### config.mk
export PLATFORM = sky130hd
export DESIGN_NAME = polyline_offscreen_point_culler
export DESIGN_NICKNAME = d
export VERILOG_FILES = /design/src/rtl/pcul_pkg.sv /design/src/rtl/pcul_region.sv /design/src/rtl/pcul_out_fifo.sv /design/src/rtl/polyline_offscreen_point_culler.sv
export SDC_FILE = /design/constraint.sdc
export NUM_CORES = 1
export LEC_CHECK = 0
export BUFFER_PORTS_ARGS = -buffer_cell sky130_fd_sc_hd__clkbuf_2
export CAP_MARGIN = 20
export CORE_UTILIZATION = 60
export CTS_CLUSTER_SIZE = 24
export DETAILED_ROUTE_END_ITERATION = 8
export PLACE_DENSITY_LB_ADDON = 0.2
export SYNTH_ARGS = -nofsm -noshare
export SYNTH_HDL_FRONTEND = slang
export SYNTH_SLANG_ARGS = --single-unit
### constraint.sdc
create_clock -name clk -period 7.5 [get_ports clk]
set_input_delay 0.375 -clock clk [delete_from_list [all_inputs] [get_ports clk]]
set_output_delay 0.375 -clock clk [all_outputs]
set_load 0.1 [all_outputs]
### src/rtl/pcul_pkg.sv
// ----------------------------------------------------------------------------
// pcul_pkg
// Shared types and constants for the polyline off-screen point culler.
// ----------------------------------------------------------------------------
package pcul_pkg;

  localparam int COORD_BITS = 16;
  localparam int DIM_BITS   = 15;
  // common width for comparing a non-negative coordinate against a surface size
  localparam int CMP_BITS   = (COORD_BITS - 1 > DIM_BITS) ? COORD_BITS - 1 : DIM_BITS;

  localparam int FIFO_DEPTH = 4;
  localparam int FIFO_AW    = $clog2(FIFO_DEPTH);
  localparam int FIFO_CW    = $clog2(FIFO_DEPTH + 1);

  localparam logic [DIM_BITS-1:0] WIDTH_RESET  = DIM_BITS'(640);
  localparam logic [DIM_BITS-1:0] HEIGHT_RESET = DIM_BITS'(480);

  typedef enum logic [0:0] {
    CFG_SURFACE_WIDTH  = 1'b0,
    CFG_SURFACE_HEIGHT = 1'b1
  } cfg_index_t;

  typedef enum logic [3:0] {
    REG_ON_SCREEN   = 4'd0,
    REG_LEFT        = 4'd1,
    REG_UPPER_LEFT  = 4'd2,
    REG_TOP         = 4'd3,
    REG_UPPER_RIGHT = 4'd4,
    REG_RIGHT       = 4'd5,
    REG_LOWER_RIGHT = 4'd6,
    REG_BOTTOM      = 4'd7,
    REG_LOWER_LEFT  = 4'd8
  } region_t;

  typedef struct packed {
    logic signed [COORD_BITS-1:0] in_x;
    logic signed [COORD_BITS-1:0] in_y;
    logic                         line_start;
  } in_item_t;

  typedef struct packed {
    logic signed [COORD_BITS-1:0] out_x;
    logic signed [COORD_BITS-1:0] out_y;
    logic                         out_last;
  } out_item_t;

  // up to two result items written into the output queue in one cycle
  typedef struct packed {
    logic [1:0] count;
    out_item_t  first;
    out_item_t  second;
  } push_t;

endpackage

### src/rtl/pcul_region.sv
// ----------------------------------------------------------------------------
// pcul_region
// Sorts a vertex into the visible surface or one of eight outside regions.
// ----------------------------------------------------------------------------
module pcul_region (
  input  logic signed [pcul_pkg::COORD_BITS-1:0] x,
  input  logic signed [pcul_pkg::COORD_BITS-1:0] y,
  input  logic [pcul_pkg::DIM_BITS-1:0]          width,
  input  logic [pcul_pkg::DIM_BITS-1:0]          height,
  output pcul_pkg::region_t                      region
);

  logic                          x_lo;
  logic                          x_hi;
  logic                          y_lo;
  logic                          y_hi;
  logic [pcul_pkg::CMP_BITS-1:0] x_mag;
  logic [pcul_pkg::CMP_BITS-1:0] y_mag;
  logic [pcul_pkg::CMP_BITS-1:0] w_ext;
  logic [pcul_pkg::CMP_BITS-1:0] h_ext;

  assign x_lo  = x[pcul_pkg::COORD_BITS-1];
  assign y_lo  = y[pcul_pkg::COORD_BITS-1];
  assign x_mag = pcul_pkg::CMP_BITS'(x[pcul_pkg::COORD_BITS-2:0]);
  assign y_mag = pcul_pkg::CMP_BITS'(y[pcul_pkg::COORD_BITS-2:0]);
  assign w_ext = pcul_pkg::CMP_BITS'(width);
  assign h_ext = pcul_pkg::CMP_BITS'(height);
  // negative values never reach the far edge
  assign x_hi  = !x_lo && (x_mag >= w_ext);
  assign y_hi  = !y_lo && (y_mag >= h_ext);

  always_comb begin
    if (x_lo) begin
      region = y_lo ? pcul_pkg::REG_UPPER_LEFT
             : (y_hi ? pcul_pkg::REG_LOWER_LEFT : pcul_pkg::REG_LEFT);
    end else if (x_hi) begin
      region = y_lo ? pcul_pkg::REG_UPPER_RIGHT
             : (y_hi ? pcul_pkg::REG_LOWER_RIGHT : pcul_pkg::REG_RIGHT);
    end else begin
      region = y_lo ? pcul_pkg::REG_TOP
             : (y_hi ? pcul_pkg::REG_BOTTOM : pcul_pkg::REG_ON_SCREEN);
    end
  end

endmodule

### src/rtl/pcul_out_fifo.sv
// ----------------------------------------------------------------------------
// pcul_out_fifo
// Small result queue: takes up to two items per cycle, hands out one while out_ready is high.
// ----------------------------------------------------------------------------
module pcul_out_fifo (
  input  logic                          clk,
  input  logic                          rst_n,
  input  pcul_pkg::push_t               push,
  output logic                          room_for_two,
  output logic [pcul_pkg::FIFO_CW-1:0]  level,
  output logic                          out_valid,
  input  logic                          out_ready,
  output pcul_pkg::out_item_t           out_data
);

  pcul_pkg::out_item_t          mem [pcul_pkg::FIFO_DEPTH];
  logic [pcul_pkg::FIFO_AW-1:0] wr_ptr_r, wr_ptr_nxt;
  logic [pcul_pkg::FIFO_AW-1:0] rd_ptr_r, rd_ptr_nxt;
  logic [pcul_pkg::FIFO_CW-1:0] count_r, count_nxt;
  logic [pcul_pkg::FIFO_AW-1:0] wr_ptr_p1;
  logic                         pop;

  assign wr_ptr_p1    = wr_ptr_r + pcul_pkg::FIFO_AW'(1);
  assign pop          = out_valid && out_ready;
  assign out_valid    = (count_r != '0);
  assign out_data     = mem[rd_ptr_r];
  assign level        = count_r;
  assign room_for_two = (count_r <= pcul_pkg::FIFO_CW'(pcul_pkg::FIFO_DEPTH - 2));

  always_comb begin
    wr_ptr_nxt = wr_ptr_r + pcul_pkg::FIFO_AW'(push.count);
    rd_ptr_nxt = pop ? rd_ptr_r + pcul_pkg::FIFO_AW'(1) : rd_ptr_r;
    count_nxt  = count_r + pcul_pkg::FIFO_CW'(push.count) - pcul_pkg::FIFO_CW'(pop);
  end

  always_ff @(posedge clk) begin
    if (push.count != 2'd0) begin
      mem[wr_ptr_r] <= push.first;
    end
    if (push.count == 2'd2) begin
      mem[wr_ptr_p1] <= push.second;
    end
  end

  always_ff @(posedge clk) begin
    if (!rst_n) begin
      wr_ptr_r <= '0;
      rd_ptr_r <= '0;
      count_r  <= '0;
    end else begin
      wr_ptr_r <= wr_ptr_nxt;
      rd_ptr_r <= rd_ptr_nxt;
      count_r  <= count_nxt;
    end
  end

endmodule

### src/rtl/polyline_offscreen_point_culler.sv
// ----------------------------------------------------------------------------
// polyline_offscreen_point_culler
// Drops polyline vertices that stay in one outside region, re-emits the
// last dropped vertex on re-entry and suppresses exact repeats.
// ----------------------------------------------------------------------------
// results are registered: each accepted vertex's results are written into the result queue and leave from there
// throughput: one vertex per cycle while the result queue has room for two items; a re-entry
//   yields two results, and the result port is one item wide
// input is taken while the four-entry result queue has room for two items
// reset (synchronous, rst_n low): queue empty, previous vertex (0,0) on
//   screen, no pending drop, surface 640 x 480
module polyline_offscreen_point_culler (
  input  logic                                clk,
  input  logic                                rst_n,
  input  logic                                in_valid,
  output logic                                in_ready,
  input  pcul_pkg::in_item_t                  in_data,
  output logic                                out_valid,
  input  logic                                out_ready,
  output pcul_pkg::out_item_t                 out_data,
  input  logic                                cfg_we,
  input  logic [0:0]                          cfg_index,
  input  logic [pcul_pkg::DIM_BITS-1:0]       cfg_wdata
);

  logic [pcul_pkg::DIM_BITS-1:0]          width_r;
  logic [pcul_pkg::DIM_BITS-1:0]          height_r;
  logic signed [pcul_pkg::COORD_BITS-1:0] prev_x_r, prev_x_nxt;
  logic signed [pcul_pkg::COORD_BITS-1:0] prev_y_r, prev_y_nxt;
  pcul_pkg::region_t                      prev_region_r, prev_region_nxt;
  logic                                   dropped_pending_r, dropped_pending_nxt;

  pcul_pkg::region_t              region;
  pcul_pkg::push_t                push;
  logic                           room_for_two;
  logic [pcul_pkg::FIFO_CW-1:0]   level;
  logic                           accept;
  logic                           same_outside;
  logic                           moved;
  pcul_pkg::out_item_t            cur_item;
  pcul_pkg::out_item_t            prev_item;

  assign in_ready = room_for_two;
  assign accept   = in_valid && in_ready;

  pcul_region u_region (
    .x      (in_data.in_x),
    .y      (in_data.in_y),
    .width  (width_r),
    .height (height_r),
    .region (region)
  );

  assign same_outside = (prev_region_r != pcul_pkg::REG_ON_SCREEN) && (region == prev_region_r);
  assign moved        = (in_data.in_x != prev_x_r) || (in_data.in_y != prev_y_r);

  always_comb begin
    cur_item.out_x     = in_data.in_x;
    cur_item.out_y     = in_data.in_y;
    cur_item.out_last  = 1'b1;
    prev_item.out_x    = prev_x_r;
    prev_item.out_y    = prev_y_r;
    prev_item.out_last = 1'b0;

    push.count          = 2'd0;
    push.first          = cur_item;
    push.second         = cur_item;
    prev_x_nxt          = prev_x_r;
    prev_y_nxt          = prev_y_r;
    prev_region_nxt     = prev_region_r;
    dropped_pending_nxt = dropped_pending_r;

    if (accept) begin
      prev_x_nxt      = in_data.in_x;
      prev_y_nxt      = in_data.in_y;
      prev_region_nxt = region;
      if (in_data.line_start) begin
        push.count          = 2'd1;
        dropped_pending_nxt = 1'b0;
      end else if (same_outside) begin
        dropped_pending_nxt = 1'b1;
      end else begin
        dropped_pending_nxt = 1'b0;
        if (moved) begin
          if (dropped_pending_r) begin
            // re-entry: the last dropped vertex goes out ahead of this one
            push.count = 2'd2;
            push.first = prev_item;
          end else begin
            push.count = 2'd1;
          end
        end
      end
    end
  end

  pcul_out_fifo u_out_fifo (
    .clk          (clk),
    .rst_n        (rst_n),
    .push         (push),
    .room_for_two (room_for_two),
    .level        (level),
    .out_valid    (out_valid),
    .out_ready    (out_ready),
    .out_data     (out_data)
  );

  always_ff @(posedge clk) begin
    if (!rst_n) begin
      width_r  <= pcul_pkg::WIDTH_RESET;
      height_r <= pcul_pkg::HEIGHT_RESET;
    end else if (cfg_we) begin
      case (cfg_index)
        pcul_pkg::CFG_SURFACE_WIDTH:  width_r  <= cfg_wdata;
        pcul_pkg::CFG_SURFACE_HEIGHT: height_r <= cfg_wdata;
        default: ;
      endcase
    end
  end

  always_ff @(posedge clk) begin
    if (!rst_n) begin
      prev_x_r          <= '0;
      prev_y_r          <= '0;
      prev_region_r     <= pcul_pkg::REG_ON_SCREEN;
      dropped_pending_r <= 1'b0;
    end else begin
      prev_x_r          <= prev_x_nxt;
      prev_y_r          <= prev_y_nxt;
      prev_region_r     <= prev_region_nxt;
      dropped_pending_r <= dropped_pending_nxt;
    end
  end

  // queue never overfills
  a_level_bound: assert property (@(posedge clk) disable iff (!rst_n)
    level <= pcul_pkg::FIFO_CW'(pcul_pkg::FIFO_DEPTH))
    else $error("result queue overflow");

  // a line start clears any pending drop
  a_start_clears: assert property (@(posedge clk) disable iff (!rst_n)
    accept && in_data.line_start |=> !dropped_pending_r)
    else $error("pending drop survived a line start");

  // a two-result re-entry only happens after a drop
  a_pair_needs_drop: assert property (@(posedge clk) disable iff (!rst_n)
    push.count == 2'd2 |-> dropped_pending_r && accept)
    else $error("re-emit without a pending drop");

  // the previous vertex tracks every accepted item
  a_prev_tracks: assert property (@(posedge clk) disable iff (!rst_n)
    accept |=> prev_x_r == $past(in_data.in_x) && prev_y_r == $past(in_data.in_y))
    else $error("previous vertex not updated");

endmodule

==> impl_metrics.prom <==
# TYPE chip_impl_metric gauge
chip_impl_metric{name="combPwrFrac",unit="%"} 37.8
chip_impl_metric{name="die_outline_area",unit="sq mm"} 0.0181
chip_impl_metric{name="chipWidth",unit="microns"} 135
chip_impl_metric{name="total_via_count_in_the_routed_design",unit=""} 7578
chip_impl_metric{name="slowest_delay",unit="ns"} 0.56
chip_impl_info{name="commonest_cells_after_routing_fill_and_taps_aside",value="nand2_1 (140), a22o_1 (128), edfxtp_1 (128)"} 1
chip_impl_metric{name="placeableCoreArea",unit="sq mm"} 0.0172
chip_impl_metric{name="fin_nets",unit=""} 1033
chip_impl_metric{name="core_occupancy_in_the_finished_layout",unit="%"} 68.3
chip_impl_metric{name="syn_nets",unit=""} 972
chip_impl_metric{name="synthesis.yosys.warnings",unit=""} 0
chip_impl_metric{name="setup_repair_bufs_after_cts",unit=""} 0
chip_impl_metric{name="synth.avg_cell_area",unit="sq um"} 11.9
chip_impl_metric{name="chipHeight",unit="microns"} 135
chip_impl_info{name="cts_root_buf",value="clkbuf_16"} 1
chip_impl_metric{name="hold_worst_slack",unit="ns"} 0.113
chip_impl_info{name="synth_ff_type",value="edfxtp_1"} 1
chip_impl_metric{name="pin_count_of_the_biggest_net_entering_global_routing",unit=""} 76
chip_impl_metric{name="globalRoute.totalOverflow",unit=""} 0
chip_impl_metric{name="worst_slack",unit="ns"} 3.19
chip_impl_metric{name="post_drt_wl_per_cell",unit="microns"} 22.0
chip_impl_metric{name="cts_buffer_depth",unit=""} 3
chip_impl_metric{name="clock_buffers_created_by_tritoncts",unit=""} 22
chip_impl_metric{name="area_growth",unit="%"} 11.7
chip_impl_metric{name="max-cap-violations",unit=""} 0
chip_impl_metric{name="power.density_cell_area",unit="mW/mm^2"} 351
chip_impl_metric{name="place.detailed.hpwl",unit="mm"} 15.9
chip_impl_metric{name="slew-limit-headroom",unit="%"} 25.3
chip_impl_metric{name="postRouteAntennaNets",unit=""} 0
chip_impl_metric{name="synth.ff_latch_count",unit=""} 208
chip_impl_metric{name="synthesis.instances",unit=""} 883
chip_impl_metric{name="synthArstFlopShare",unit="%"} 0
chip_impl_metric{name="starting_density_of_the_core",unit="%"} 61.2
chip_impl_metric{name="part_of_the_yosys_area_used_for_sequential_elements",unit="%"} 51.6
chip_impl_metric{name="clkLatencyLatePin",unit="ns"} 0.51
chip_impl_metric{name="netlist-cell-type-count",unit=""} 56
chip_impl_metric{name="holdBufCountCts",unit=""} 0
chip_impl_metric{name="viasPerCell",unit=""} 6.39
chip_impl_info{name="worst_setup_path_start_kind",value="flop"} 1
chip_impl_metric{name="buffer_ports.inserted",unit=""} 88
chip_impl_metric{name="pwr-share-clk",unit="%"} 26.0
chip_impl_info{name="grt_setup_unrepaired",value="no"} 1
chip_impl_metric{name="hold_violations",unit=""} 0
chip_impl_metric{name="clk_pin_slew",unit="ns"} 0.06
chip_impl_metric{name="site_rows",unit=""} 48
chip_impl_metric{name="post_synth_edffs",unit=""} 128
chip_impl_info{name="netlist.top_cell.by_area",value="edfxtp_1"} 1
chip_impl_metric{name="io_pins",unit=""} 89
chip_impl_metric{name="dpl_ws",unit="ns"} 3.04
chip_impl_info{name="crit_path_cell_trace",value="inv_1 -> ha_1 -> a21o_1 -> a221o_1 -> a221oi_2 -> o21a_4 -> nor2_2 -> mux2i_1 -> a311o_1 -> a211o_4 -> nor2_1 -> ha_1 -> inv_1 -> fa_1 -> xor2_1 -> xnor2_1 -> and2_1"} 1
chip_impl_metric{name="worst-endpoint-required",unit="ns"} 7.89
chip_impl_metric{name="detail_route.iter0.violations",unit=""} 698
chip_impl_metric{name="share_of_total_power_consumed_by_net_switching",unit="%"} 41.6
chip_impl_metric{name="grt_pass1_wl",unit="mm"} 40.4
chip_impl_metric{name="final_cell_count_no_fill",unit=""} 1185
chip_impl_metric{name="grt_pass1_vias",unit=""} 7257
chip_impl_info{name="setup.worst_path.class",value="reg -> reg"} 1
chip_impl_metric{name="leakagePower",unit="nW"} 4.12
chip_impl_info{name="cp-end-kind",value="flop"} 1
chip_impl_metric{name="post-route-cell-area",unit="sq mm"} 0.0118
chip_impl_metric{name="switching_power",unit="mW"} 1.72
chip_impl_info{name="run_status",value="finished clean"} 1
chip_impl_metric{name="total_of_cells_resized_after_clock_tree_synthesis",unit=""} 0
chip_impl_metric{name="totalNegativeSetupSlack",unit="ns"} 0
chip_impl_metric{name="critical_path_peak_fanout",unit=""} 7
chip_impl_metric{name="post-synth-top-area-fraction",unit="%"} 36.4
chip_impl_metric{name="routabilityCongestion",unit=""} 0.858
chip_impl_metric{name="total_power",unit="mW"} 4.14
chip_impl_info{name="leading_cell_type_in_the_layout_fill_and_taps_excluded",value="nand2_1"} 1
chip_impl_info{name="hold_path.class",value="in -> reg"} 1
chip_impl_metric{name="min_period_over_period",unit="%"} 57.4
chip_impl_metric{name="p_seq_share",unit="%"} 36.2
chip_impl_metric{name="htree_levels",unit=""} 1
chip_impl_info{name="netlist_top_cells_area",value="edfxtp_1 (36%), dfxtp_1 (15%), a22o_1 (11%)"} 1
chip_impl_metric{name="route.detailed.drc",unit=""} 0
chip_impl_metric{name="place_inst",unit=""} 1145
chip_impl_info{name="critPathSlowestCell",value="a311o_1"} 1
chip_impl_metric{name="detail_route.wirelength",unit="mm"} 26.1
chip_impl_metric{name="global_routing_usage_summed_across_all_routing_layers",unit="%"} 29.4
chip_impl_metric{name="postPlaceCellArea",unit="sq mm"} 0.0111
chip_impl_metric{name="max_clock_freq",unit="MHz"} 232
chip_impl_metric{name="setup_viol",unit=""} 0
chip_impl_metric{name="ff2ff_path_depth",unit=""} 17
chip_impl_metric{name="holdPathStages",unit=""} 3
chip_impl_metric{name="worst_slew_pin_slew",unit="ns"} 1.12
chip_impl_metric{name="clock-sinks",unit=""} 208
chip_impl_metric{name="period_needed",unit="ns"} 4.31
chip_impl_metric{name="p_int",unit="mW"} 2.42
chip_impl_metric{name="finalMaxSlewViolations",unit=""} 0
chip_impl_metric{name="worst_clock_skew",unit="ns"} 0.0116
chip_impl_metric{name="synthesis.area",unit="sq mm"} 0.0105
chip_impl_metric{name="tritonroute_pass_1_iters",unit=""} 5
chip_impl_metric{name="drive_above_1_share",unit="%"} 19.4
chip_impl_metric{name="number_of_antenna_violations_at_the_first_check_in_global_routing",unit=""} 0
chip_impl_metric{name="ir_drop",unit="mV"} 0.247
chip_impl_metric{name="ant_cells",unit=""} 0
chip_impl_info{name="cts_tree",value="yes"} 1
chip_impl_metric{name="worstPathArrival",unit="ns"} 4.70
## critical path, delay by kind of cell, from the launching register on
family / cells / cell delay [ns]
adder cells (fa/ha/maj): 3 / 0.81
buffers and inverters: 2 / 0.18
XOR/XNOR: 2 / 0.29
AND/OR/NAND/NOR: 3 / 0.42
AO/OA/AOI/OAI: 6 / 2.05
multiplexers: 1 / 0.15
flip-flops: 1 / 0.29
## power groups by stage
stage	Clock [mW]	Sequential, mW	Combinational (mW)
floorplan	0	1.48	1.32
global placement	0	1.51	1.55
detailed placement	0	1.52	1.57
CTS	1.08	1.49	1.57
global route	1.13	1.51	1.64
finish	1.08	1.50	1.57
## logic make-up after synthesis
logic type,after synthesis,share of synthesized area [%]
AO/OA/AOI/OAI,250,20.2
XOR/XNOR,39,3.24
adder cells (fa/ha/maj),35,4.22
buffers and inverters,106,4.72
flip-flops,208,51.6
multiplexers,34,7.14
AND/OR/NAND/NOR,211,8.85
## routing by layer
| layer | vias up | part of all wire (%) | GRT usage, % |
|---|---|---|---|
| li1 | 3449 | - | - |
| met1 | 3742 | 42 | 40.2 |
| met2 | 330 | 48 | 48.0 |
| met3 | 57 | 8.0 | 4.73 |
| met4 | 0 | 2.6 | 10.2 |
| met5 | - | 0 | 0 |
## cell type report
| class | instances | area, sq um |
|---|---|---|
| tap | 225 | 282 |
| inverter | 42 | 158 |
| clock buffer | 29 | 597 |
| clock inverter | 11 | 116 |
| multi-input combinational | 569 | 4640 |
| sequential | 208 | 5450 |
| fill | 1265 | 5460 |
| timing repair buffer | 101 | 538 |
## registers in the layout, summed over array words and instances, names as in the netlist, named ones only
signal and cells:
width_r 15, height_r 15, prev_x_r 16, prev_region_r 4, u_out_fifo.level 3, u_out_fifo.mem 132
dropped_pending_r 1, u_out_fifo.rd_ptr_r 2, prev_y_r 16, u_out_fifo.wr_ptr_r 2
## Yosys cell counts (15+ instances only)
cell / n
a21oi_1: 15
inv_1: 42
edfxtp_1: 128
dfxtp_1: 80
a22o_1: 128
ha_1: 34
a21boi_0: 60
mux4_2: 33
nand2_1: 140
xnor2_1: 36
clkbuf_1: 43
## final timing paths
path	start	endpoint	slack [ns]
max reg2reg	height_r[8]	u_out_fifo.level[2]	3.19
min reg2reg	width_r[14]	width_r[14]	0.46
min	cfg_wdata[3]	height_r[3]	0.11
max	height_r[8]	u_out_fifo.level[2]	3.19
Note: power is estimated with default switching activity, not from simulation.
